**config.mk**
```make
export PLATFORM = sky130hd
export DESIGN_NAME = suffixed_number_literal_parser
export DESIGN_NICKNAME = d
export VERILOG_FILES = /design/src/hw/rtl/snlp_pkg.sv /design/src/hw/rtl/snlp_front.sv /design/src/hw/rtl/snlp_queue.sv /design/src/hw/rtl/snlp_back.sv /design/src/hw/rtl/suffixed_number_literal_parser.sv
export SDC_FILE = /design/constraint.sdc
export NUM_CORES = 1
export LEC_CHECK = 0
export ABC_AREA = 1
export BUFFER_PORTS_ARGS = -buffer_cell sky130_fd_sc_hd__buf_2
export CAP_MARGIN = 40
export CORE_ASPECT_RATIO = 1.2
export CORE_MARGIN = 3
export CORE_UTILIZATION = 30
export DETAILED_ROUTE_END_ITERATION = 16
export PLACE_DENSITY = 0.48
export SYNTH_ARGS = -nofsm -noshare
export SYNTH_HDL_FRONTEND = slang
export SYNTH_HIERARCHICAL = 1
export SYNTH_SLANG_ARGS = --single-unit
```
**constraint.sdc**
```tcl
create_clock -name clk -period 3.7 [get_ports clk]
set_input_delay 0.185 -clock clk [delete_from_list [all_inputs] [get_ports clk]]
set_output_delay 0.185 -clock clk [all_outputs]
set_load 0.01 [all_outputs]
```
**src/hw/rtl/snlp_pkg.sv**
```systemverilog
`timescale 1ns / 1ps
// ----------------------------------------------------------------------------
// snlp_pkg
// Shared types and constants of the suffixed number literal parser.
// ----------------------------------------------------------------------------
package snlp_pkg;

    localparam int VALUE_BITS = 32;
    localparam int QUEUE_DEPTH = 2;

    localparam logic [7:0] CH_0     = 8'h30;
    localparam logic [7:0] CH_9     = 8'h39;
    localparam logic [7:0] CH_UA    = 8'h41;
    localparam logic [7:0] CH_UF    = 8'h46;
    localparam logic [7:0] CH_LA    = 8'h61;
    localparam logic [7:0] CH_LF    = 8'h66;
    localparam logic [7:0] CH_MINUS = 8'h2D;
    localparam logic [7:0] CH_LD    = 8'h64;
    localparam logic [7:0] CH_UD    = 8'h44;
    localparam logic [7:0] CH_LB    = 8'h62;
    localparam logic [7:0] CH_UB    = 8'h42;
    localparam logic [7:0] CH_LH    = 8'h68;
    localparam logic [7:0] CH_UH    = 8'h48;

    localparam logic [3:0] HEX_TEN  = 4'd10;

    localparam int OK_DEC = 0;
    localparam int OK_BIN = 1;
    localparam int OK_HEX = 2;

    typedef enum logic [1:0] {
        KIND_DEC = 2'd0,
        KIND_BIN = 2'd1,
        KIND_HEX = 2'd2,
        KIND_BAD = 2'd3
    } kind_t;

    typedef struct packed {
        logic [7:0] ch;
        logic       last;
    } char_t;

    typedef struct packed {
        kind_t              kind;
        logic signed [31:0] value;
    } result_t;

    typedef struct packed {
        logic [3:0] hv;
        logic [2:0] ok;
        logic       is_minus;
        logic       sfx_dec;
        logic       sfx_bin;
        logic       sfx_hex;
        logic       last;
    } cls_t;

endpackage

```
**src/hw/rtl/snlp_front.sv**
```systemverilog
`timescale 1ns / 1ps
// ----------------------------------------------------------------------------
// snlp_front
// Character classifier: digit value, per-base validity, sign and suffix marks.
// ----------------------------------------------------------------------------
module snlp_front (
    input  logic                 char_valid,
    output logic                 char_ready,
    input  snlp_pkg::char_t      char_data,
    output logic                 push_valid,
    input  logic                 push_ready,
    output snlp_pkg::cls_t       push_data
);
    import snlp_pkg::*;

    logic [3:0] hv;
    logic       is_hex;

    always_comb
    begin
        hv     = '0;
        is_hex = 1'b1;
        case (char_data.ch) inside
            [CH_0:CH_9]:   hv = 4'(char_data.ch - CH_0);
            [CH_UA:CH_UF]: hv = 4'(char_data.ch - CH_UA) + HEX_TEN;
            [CH_LA:CH_LF]: hv = 4'(char_data.ch - CH_LA) + HEX_TEN;
            default:       is_hex = 1'b0;
        endcase
    end

    always_comb
    begin
        push_data.hv          = hv;
        push_data.ok[OK_HEX]  = is_hex;
        push_data.ok[OK_DEC]  = is_hex && (hv < HEX_TEN);
        push_data.ok[OK_BIN]  = is_hex && (hv < 4'd2);
        push_data.is_minus    = (char_data.ch == CH_MINUS);
        push_data.sfx_dec     = (char_data.ch == CH_LD) || (char_data.ch == CH_UD);
        push_data.sfx_bin     = (char_data.ch == CH_LB) || (char_data.ch == CH_UB);
        push_data.sfx_hex     = (char_data.ch == CH_LH) || (char_data.ch == CH_UH);
        push_data.last        = char_data.last;
    end

    assign push_valid = char_valid;
    assign char_ready = push_ready;

endmodule

```
**src/hw/rtl/snlp_queue.sv**
```systemverilog
`timescale 1ns / 1ps
// ----------------------------------------------------------------------------
// snlp_queue
// Short FIFO of classified characters between classifier and accumulator.
// ----------------------------------------------------------------------------
module snlp_queue (
    input  logic                 clk,
    input  logic                 rst_n,
    input  logic                 push_valid,
    output logic                 push_ready,
    input  snlp_pkg::cls_t       push_data,
    output logic                 pop_valid,
    input  logic                 pop_ready,
    output snlp_pkg::cls_t       pop_data
);
    import snlp_pkg::*;

    localparam int PTR_BITS = (QUEUE_DEPTH > 1) ? $clog2(QUEUE_DEPTH) : 1;
    localparam int CNT_BITS = $clog2(QUEUE_DEPTH + 1);

    cls_t                mem_reg [QUEUE_DEPTH];
    logic [PTR_BITS-1:0] wr_ptr_reg, wr_ptr_next;
    logic [PTR_BITS-1:0] rd_ptr_reg, rd_ptr_next;
    logic [CNT_BITS-1:0] count_reg, count_next;
    logic                push, pop;

    assign push_ready = (count_reg != CNT_BITS'(QUEUE_DEPTH));
    assign pop_valid  = (count_reg != '0);
    assign pop_data   = mem_reg[rd_ptr_reg];
    assign push       = push_valid && push_ready;
    assign pop        = pop_valid && pop_ready;

    always_comb
    begin
        wr_ptr_next = wr_ptr_reg;
        rd_ptr_next = rd_ptr_reg;
        count_next  = count_reg;
        if (push)
        begin
            wr_ptr_next = (wr_ptr_reg == PTR_BITS'(QUEUE_DEPTH - 1)) ? '0 : wr_ptr_reg + 1'b1;
        end
        if (pop)
        begin
            rd_ptr_next = (rd_ptr_reg == PTR_BITS'(QUEUE_DEPTH - 1)) ? '0 : rd_ptr_reg + 1'b1;
        end
        if (push && !pop)
        begin
            count_next = count_reg + 1'b1;
        end
        else if (pop && !push)
        begin
            count_next = count_reg - 1'b1;
        end
    end

    always_ff @(posedge clk or negedge rst_n)
    begin
        if (!rst_n)
        begin
            wr_ptr_reg <= '0;
            rd_ptr_reg <= '0;
            count_reg  <= '0;
        end
        else
        begin
            wr_ptr_reg <= wr_ptr_next;
            rd_ptr_reg <= rd_ptr_next;
            count_reg  <= count_next;
        end
    end

    always_ff @(posedge clk)
    begin
        if (push)
        begin
            mem_reg[wr_ptr_reg] <= push_data;
        end
    end

endmodule

```
**src/hw/rtl/snlp_back.sv**
```systemverilog
`timescale 1ns / 1ps
// ----------------------------------------------------------------------------
// snlp_back
// Accumulator: runs the three base values and validity flags, emits results.
// ----------------------------------------------------------------------------
module snlp_back (
    input  logic                 clk,
    input  logic                 rst_n,
    input  logic                 pop_valid,
    output logic                 pop_ready,
    input  snlp_pkg::cls_t       pop_data,
    output logic                 result_valid,
    input  logic                 result_ready,
    output snlp_pkg::result_t    result_data
);
    import snlp_pkg::*;

    logic [VALUE_BITS-1:0]        acc_dec_reg, acc_dec_next;
    logic [VALUE_BITS-1:0]        acc_bin_reg, acc_bin_next;
    logic [VALUE_BITS-1:0]        acc_hex_reg, acc_hex_next;
    logic                         at_start_reg, at_start_next;
    logic                         neg_reg, neg_next;
    logic [2:0]                   ok_reg, ok_next;
    logic                         out_valid_reg, out_valid_next;
    result_t                      out_data_reg, out_data_next;

    logic                         take;
    logic [VALUE_BITS-1:0]        hv_ext;
    logic [VALUE_BITS-1:0]        dec_step;
    logic [VALUE_BITS-1:0]        fin_acc;
    logic [VALUE_BITS-1:0]        fin_mag;
    logic signed [VALUE_BITS-1:0] fin_s;
    kind_t                        fin_kind;

    assign pop_ready    = !pop_data.last || !out_valid_reg || result_ready;
    assign take         = pop_valid && pop_ready;
    assign result_valid = out_valid_reg;
    assign result_data  = out_data_reg;

    assign hv_ext   = {{(VALUE_BITS-4){1'b0}}, pop_data.hv};
    assign dec_step = (acc_dec_reg << 3) + (acc_dec_reg << 1) + hv_ext;

    always_comb
    begin
        fin_kind = KIND_BAD;
        fin_acc  = '0;
        if (pop_data.sfx_dec)
        begin
            if (!at_start_reg && ok_reg[OK_DEC])
            begin
                fin_kind = KIND_DEC;
                fin_acc  = acc_dec_reg;
            end
        end
        else if (pop_data.sfx_bin)
        begin
            if (!at_start_reg && ok_reg[OK_BIN])
            begin
                fin_kind = KIND_BIN;
                fin_acc  = acc_bin_reg;
            end
        end
        else if (pop_data.sfx_hex)
        begin
            if (!at_start_reg && ok_reg[OK_HEX])
            begin
                fin_kind = KIND_HEX;
                fin_acc  = acc_hex_reg;
            end
        end
        else if (at_start_reg && pop_data.is_minus)
        begin
            fin_kind = KIND_DEC;
        end
        else if (pop_data.ok[OK_DEC] && ok_reg[OK_DEC])
        begin
            fin_kind = KIND_DEC;
            fin_acc  = dec_step;
        end
        fin_mag = neg_reg ? (VALUE_BITS'(0) - fin_acc) : fin_acc;
        if (fin_kind == KIND_BAD)
        begin
            fin_mag = '0;
        end
        fin_s = signed'(fin_mag);
    end

    always_comb
    begin
        acc_dec_next   = acc_dec_reg;
        acc_bin_next   = acc_bin_reg;
        acc_hex_next   = acc_hex_reg;
        at_start_next  = at_start_reg;
        neg_next       = neg_reg;
        ok_next        = ok_reg;
        out_valid_next = out_valid_reg && !result_ready;
        out_data_next  = out_data_reg;
        if (take)
        begin
            if (pop_data.last)
            begin
                acc_dec_next        = '0;
                acc_bin_next        = '0;
                acc_hex_next        = '0;
                at_start_next       = 1'b1;
                neg_next            = 1'b0;
                ok_next             = '1;
                out_valid_next      = 1'b1;
                out_data_next.kind  = fin_kind;
                out_data_next.value = 32'(fin_s);
            end
            else
            begin
                at_start_next = 1'b0;
                if (at_start_reg && pop_data.is_minus)
                begin
                    neg_next = 1'b1;
                end
                else
                begin
                    acc_dec_next = dec_step;
                    acc_bin_next = (acc_bin_reg << 1) + hv_ext;
                    acc_hex_next = (acc_hex_reg << 4) | hv_ext;
                    ok_next      = ok_reg & pop_data.ok;
                end
            end
        end
    end

    always_ff @(posedge clk or negedge rst_n)
    begin
        if (!rst_n)
        begin
            acc_dec_reg   <= '0;
            acc_bin_reg   <= '0;
            acc_hex_reg   <= '0;
            at_start_reg  <= 1'b1;
            neg_reg       <= 1'b0;
            ok_reg        <= '1;
            out_valid_reg <= 1'b0;
        end
        else
        begin
            acc_dec_reg   <= acc_dec_next;
            acc_bin_reg   <= acc_bin_next;
            acc_hex_reg   <= acc_hex_next;
            at_start_reg  <= at_start_next;
            neg_reg       <= neg_next;
            ok_reg        <= ok_next;
            out_valid_reg <= out_valid_next;
        end
    end

    always_ff @(posedge clk)
    begin
        out_data_reg <= out_data_next;
    end

endmodule

```
**src/hw/rtl/suffixed_number_literal_parser.sv**
```systemverilog
`timescale 1ns / 1ps
// ----------------------------------------------------------------------------
// suffixed_number_literal_parser
// Parses base-suffixed assembler number literals, one character per cycle when not stalled.
// A result is registered in the accumulator after its final character has passed through the queue.
// Throughput: 1 character per cycle, unless an unread result stalls a final character.
// A 2-entry queue decouples the classifier from the accumulator.
// Reset: asynchronous, active low; clears queue, accumulators and result valid.
// ----------------------------------------------------------------------------
module suffixed_number_literal_parser (
    input  logic                 clk,
    input  logic                 rst_n,
    input  logic                 char_valid,
    output logic                 char_ready,
    input  snlp_pkg::char_t      char_data,
    output logic                 result_valid,
    input  logic                 result_ready,
    output snlp_pkg::result_t    result_data
);
    import snlp_pkg::*;

    logic q_push_valid, q_push_ready;
    logic q_pop_valid, q_pop_ready;
    cls_t q_tail, q_head;

    snlp_front u_front (
        .char_valid (char_valid),
        .char_ready (char_ready),
        .char_data  (char_data),
        .push_valid (q_push_valid),
        .push_ready (q_push_ready),
        .push_data  (q_tail)
    );

    snlp_queue u_queue (
        .clk        (clk),
        .rst_n      (rst_n),
        .push_valid (q_push_valid),
        .push_ready (q_push_ready),
        .push_data  (q_tail),
        .pop_valid  (q_pop_valid),
        .pop_ready  (q_pop_ready),
        .pop_data   (q_head)
    );

    snlp_back u_back (
        .clk          (clk),
        .rst_n        (rst_n),
        .pop_valid    (q_pop_valid),
        .pop_ready    (q_pop_ready),
        .pop_data     (q_head),
        .result_valid (result_valid),
        .result_ready (result_ready),
        .result_data  (result_data)
    );

    a_bad_is_zero: assert property (@(posedge clk) disable iff (!rst_n)
        result_valid && (result_data.kind == KIND_BAD) |-> (result_data.value == 32'd0))
        else $error("invalid literal carries a nonzero value");

    a_push_to_empty: assert property (@(posedge clk) disable iff (!rst_n)
        (q_push_valid && q_push_ready && !q_pop_valid) |=> q_pop_valid)
        else $error("queued transaction lost");

    a_result_source: assert property (@(posedge clk) disable iff (!rst_n)
        $rose(result_valid) |-> $past(q_pop_valid && q_pop_ready && q_head.last))
        else $error("result without a final character");

    a_full_nonempty: assert property (@(posedge clk) disable iff (!rst_n)
        !q_push_ready |-> q_pop_valid)
        else $error("queue full and empty at once");

endmodule
```
==> results.json, run 1 <==
{
  "status": "finished, final reports clean",
  "largest_reg_flops": 34,
  "grt_overflow_total": 0,
  "slowest_delay_ps": 430,
  "num_vias": 10500,
  "yosysUniqueCellTypes": 50,
  "hold_violations": 0,
  "grt_max_degree": 73,
  "io_buffers": 48,
  "cts_root_buf": "clkbuf_16",
  "skew_ps": 15.6,
  "die_area_mm2": 0.0401,
  "ff2ff_path_depth": 22,
  "core_mm2": 0.0370,
  "num_antenna_cells": 0,
  "drive_gt1_frac": 0.158,
  "path_cells": "inv_2, nand2_1, nand2_2, fa_1, buf_4, ha_1, nand3_1, nand2_2, nand2_1, nand2_2, nand2_1, nand3_1, nand3_1, nand2_1, nand2_2, nand2_2, nor2_4, nand2_1, nor2_2, nand3_1, nand4_1, nand2_1",
  "regToRegStartpoint": "u_queue/rd_ptr_reg",
  "cts_buffers": 17,
  "syn_avg_cell_area_um2": 7.16,
  "power_density_mw_per_mm2": 781,
  "ys_ff_latch": 160,
  "holdPathStages": 3,
  "seq_area_frac_synth": 0.380,
  "cts.sinks": 160,
  "syn_nets": 1661,
  "crit_family": "simple AND/OR/NAND/NOR gates",
  "worst_pin_slew_ps": 803,
  "arrival_ps": 3730,
  "tns_ps": 0,
  "synthCells": 1580,
  "final_common_cell": "nand2_1",
  "hpwlAfterDp_um": 27900,
  "layout_setup_ws_ps": 164,
  "reg2reg_setup_slack_ps": 160,
  "maxCapViolations": 0,
  "drt-pass1-iter-count": 4,
  "dieHeight_um": 219,
  "hp-start": "char_valid",
  "fin_crit_sh": 0.956,
  "r2r-end": "u_back/result_data[23]",
  "finalSetupViolations": 0,
  "ir_worst_vdd_mv": 0.548,
  "final_nets": 1767,
  "rsz0062_at_grt": "yes",
  "worstHoldEndpoint": "u_queue/wr_ptr_reg",
  "slowest_stage": "dfrtp_1",
  "hold_ws_ps": 40.1,
  "gp_congestion": 0.901,
  "mostFrequentLayoutCells": "nand2_1, inv_1, nand3_1",
  "endpoint_kind": "flip-flop",
  "antenna_found_initial": 0,
  "maxSlewViolCount": 0,
  "track_usage": 0.178,
  "start_util": 0.306,
  "p_leak_nw": 6.61,
  "wl_per_cell_um": 16.4,
  "min_path_type": "in2reg",
  "crit_path_frequent_cell": "nand2_1",
  "grt_pass1_vias": 10300,
  "grt_pass1_wl_um": 55500,
  "fmax_mhz": 283,
  "rows": 77,
  "cts.clk_slew.worst_paths_ps": 70,
  "chipWidth_um": 183,
  "drt-total-wl_um": 35500,
  "netlist_area_mm2": 0.0113,
  "clock_latency_ps": 440,
  "crit_type": "reg2reg",
  "cts_tree": "done",
  "post-route-drc-count": 0,
  "drt_iter0_drc": 584,
  "worstSetupStartpointType": "flip-flop",
  "crit_buf_inv": 2,
  "power_mw": 10.4,
  "drtAntennaViolNets": 0,
  "num_io_pins": 49,
  "vias_per_cell": 4.85,
  "fin_crit_ps": 3540,
  "clockBufferDepth": 2,
  "htreeDepth": 4,
  "slew_headroom": 0.464,
  "dp_slack_ps": -38.3,
  "crit_fanout": 4,
  "ys_warn_count": 6,
  "cp.required_ps": 3890,
  "syn2layout_area_growth_pct": 18.1
}
==> Yosys cell counts (all sizes together) <==
library cell | instances | area, µm²
a21boi | 1 | 7.51
a21o | 1 | 7.51
a21oi | 68 | 344
a22o | 1 | 8.76
a31oi | 2 | 12.5
a32o | 3 | 30.0
and2 | 2 | 12.5
and3 | 1 | 6.26
buf | 18 | 118
clkbuf | 20 | 75.1
clkinv | 3 | 12.5
dfrtp | 98 | 2450
dfstp | 4 | 105
edfxtp | 58 | 1740
fa | 3 | 60.1
ha | 65 | 813
inv | 279 | 1050
nand2 | 453 | 1750
nand3 | 132 | 691
nand3b | 14 | 105
nand4 | 21 | 131
nor2 | 135 | 562
nor3 | 21 | 115
nor4 | 8 | 65.1
o211ai | 2 | 15.0
o21a | 1 | 7.51
o21ai | 70 | 350
o21bai | 3 | 22.5
o22ai | 68 | 425
o31ai | 1 | 7.51
o32ai | 6 | 52.6
or2 | 2 | 12.5
xnor2 | 4 | 35.0
xor2 | 12 | 113
==> layer usage <==
layer  GRT usage  share of wire
met5           0              0
met3      0.0218          0.022
met1       0.208           0.43
met4      0.0648          0.029
met2       0.333           0.52
==> final cells by class <==
class / instances / area [µm²]
fillers: 4033 / 23600
multi-input cells: 1100 / 6000
flip-flops and latches: 160 / 4300
inverters: 282 / 1060
repair buffers: 125 / 845
well taps: 474 / 593
clock buffers: 23 / 479
clock inverters: 8 / 80.1
==> report_power, final <==
group / internal, mW / switching, mW / leakage [nW]
logic: 2.09 / 3.82 / 4.39
registers: 2.50 / 0.282 / 1.94
clock network: 0.984 / 0.758 / 0.273
==> stage by stage <==
stage	utilization	std cells	cell area, µm²
6_report	0.361	2172	13400
5_1_grt	0.361	2172	13400
4_1_cts	0.351	2157	13000
3_3_place_gp	0.335	2121	12400
2_1_floorplan	-	1580	11300
3_5_place_dp	0.335	2123	12400
==> worst max-delay path by stage <==
stage	start	slack, ps	depth (start not counted)	to
final	u_queue/rd_ptr_reg	160	22	u_back/result_data[23]
after global routing	u_queue/rd_ptr_reg	-80	22	u_back/result_data[23]
after CTS	u_queue/rd_ptr_reg	0.02	25	u_back/result_data[28]
after detailed placement	u_queue/rd_ptr_reg	-40	23	u_back/result_data[31]
after global placement	u_queue/rd_ptr_reg	20	25	u_back/result_data[30]
after floorplan	u_queue/rd_ptr_reg	200	23	u_back/result_data[19]
==> timing repair <==
| action | CTS | global route |
|---|---|---|
| setup buffers | 0 | 15 |
| pin swaps | 1 | 27 |
| setup endpoints to repair | 5 | 22 |
| cloned | 0 | 0 |
| gates resized for setup | 3 | 71 |
| hold endpoints to repair | 56 | 0 |
| hold buffers | 3 | 0 |
==> worst min-delay path: cells and delay by family <==
kind | cells | cell delay [ps]
xor+xnor | 1 | 50
buf+inv | 1 | 110
simple gates | 1 | 80
==> cells by family (layout without fill, tap and decap cells) <==
family	Yosys count	count (layout)	synth area share
buffers and inverters	320	438	0.111
adders and majority gates	68	68	0.0772
DFF	160	160	0.380
and+or+nand+nor	789	789	0.305
AOI/OAI and AO/OA	227	227	0.114
xor gates and xnor gates	16	16	0.0131
Power figures use the tool's default switching activity.
==> run 2: changes to the inputs <==
- clock period: 3.7 -> 2.83 ns (I/O delays scaled with it)
==> run 2 against run 1 <==
Against the previous run: cell area is 20% higher; the flow now finishes with violations (setup timing); first-iteration DRC count decreased by 7.5%; fmax increased by 1.9%; largest cell class unchanged; sequential power up 31%; final cell count rose by 12%; die area stayed put.
==> results.json, run 2 (synthesized netlist as in run 1, its figures left out) <==
{
  "final_cell_count_no_fill": 2433,
  "post-route-drc-count": 0,
  "grt.busiest_layer": "met2",
  "fmax_mhz": 288,
  "start_util": 0.306,
  "largest_reg_flops": 34,
  "cts_root_buf": "clkbuf_16",
  "num-fill-cells": 3811,
  "clock_latency_ps": 450,
  "drt_iter0_drc": 540,
  "p_leak_nw": 8.03,
  "fin_crit_ps": 3470,
  "arrival_ps": 3810,
  "endpoint_kind": "flip-flop",
  "maxSlewViolCount": 0,
  "io_buffers": 48,
  "num_antenna_cells": 0,
  "fin_crit_sh": 1.23,
  "vias_per_cell": 4.76,
  "holdPathStages": 3,
  "grt_overflow_total": 0,
  "gp_congestion": 0.901,
  "num_io_pins": 49,
  "rsz0062_at_grt": "yes",
  "grt_pass1_wl_um": 62300,
  "drive_gt1_frac": 0.324,
  "cts_tree": "done",
  "antenna_found_initial": 0,
  "crit_type": "reg2reg",
  "rows": 77,
  "grt_pass1_vias": 11700,
  "clockBufferDepth": 2,
  "final_nets": 2027,
  "drt-total-wl_um": 39600,
  "hpwlAfterDp_um": 31100,
  "use_met1": 0.223,
  "grt_max_degree": 53,
  "power_density_mw_per_mm2": 1040,
  "gr-usage-met3": 0.0258,
  "cp.required_ps": 3170,
  "cts_buffers": 17,
  "num_vias": 11600,
  "place_inst": 2349,
  "drt-pass1-iter-count": 5,
  "met2_usage": 0.377,
  "status": "finished with violations",
  "layout_setup_ws_ps": -642,
  "final_common_cell": "nand2_1",
  "maxCapViolations": 0,
  "skew_ps": 12.7,
  "mostFrequentLayoutCells": "nand2_1, buf_4, inv_1",
  "violations": "setup timing",
  "cts.sinks": 160,
  "cts.clk_slew.worst_paths_ps": 70,
  "dieHeight_um": 219,
  "wl_per_cell_um": 16.3,
  "ff2ff_path_depth": 21,
  "hold_violations": 0,
  "min_path_type": "in2reg",
  "finalSetupViolations": 40,
  "worstSetupStartpointType": "flip-flop",
  "slew_headroom": 0.470,
  "power_mw": 16.6,
  "core_mm2": 0.0370,
  "crit_fanout": 4,
  "drtAntennaViolNets": 0,
  "die_area_mm2": 0.0401,
  "htreeDepth": 4,
  "syn2layout_area_growth_pct": 41.6,
  "chipWidth_um": 183,
  "track_usage": 0.202,
  "ir_worst_vdd_mv": 0.806,
  "worst_pin_slew_ps": 787
}
## run 2: area by class of cell
type,count,area (µm²),share of cell area
multi-input cells,1100,6560,0.410
flip-flops and latches,160,4300,0.268
repair buffers,385,2960,0.185
inverters,282,1060,0.0662
well taps,474,593,0.0370
clock buffers,19,433,0.0270
clock inverters,13,113,0.00703
## run 2: metrics by stage
step	util	hold WS [ps]	setup WS [ps]	area [µm²]	setup TNS, ps
floorplan	-	-154	-399	11400	-6960
finish	0.433	112	-642	16000	-14590
global placement	0.386	262	-645	14300	-16150
global route	0.433	100	-835	16000	-24350
CTS	0.420	76.6	-627	15500	-16040
detailed placement	0.386	269	-694	14300	-18360
## run 2: worst paths after layout
kind                                         from                      to  slack [ps]
max reg2reg                    u_queue/rd_ptr_reg   u_back/acc_dec_reg[6]        -640
min reg2reg                u_back/acc_hex_reg[30]  u_back/acc_hex_reg[30]         490
min                                  char_data[6]   u_queue/mem_reg[0][4]         110
max in group asynchronous                   rst_n  u_back/acc_bin_reg[27]        1800
min in group asynchronous                   rst_n  u_back/acc_bin_reg[15]         290
max                            u_queue/rd_ptr_reg   u_back/acc_dec_reg[6]        -640
## run 2: what timing repair did
action                                 CTS  global route
gates cloned                             0             0
setup buffers                           35            15
endpoints found under the hold margin   50             0
hold buffers                             4             0
setup endpoints to repair               41            63
pin swaps                               60            62
gates resized for setup                110           107
## run 2: critical path: stages (launching register included)
cell and delay [ps]:
dfrtp_1 410, nand2_1 100, nand2_2 80, fa_1 420, ha_4 260, buf_4 140, buf_4 130, nand3_4 60
buf_4 120, buf_6 80, nand3b_1 100, buf_4 150, buf_4 120, buf_4 120, buf_4 120, buf_4 120
buf_4 120, buf_4 120, buf_4 120, buf_4 120, buf_4 130, a32o_1 230
## run 2: power breakdown
part	total, mW	internal (mW)	switching, mW
Clock	2.21	1.21	1.01
Sequential	3.64	3.27	0.374
Combinational	10.7	4.81	5.94
Total	16.6	9.28	7.32
## run 2: metal layers
| layer | vias up | wire length (µm) | part of all wire |
|---|---|---|---|
| met2 | 200 | 20800 | 0.53 |
| li1 | 5876 | - | - |
| met5 | - | 0 | 0 |
| met1 | 5445 | 15800 | 0.40 |
| met4 | 0 | 1920 | 0.048 |
| met3 | 65 | 967 | 0.024 |
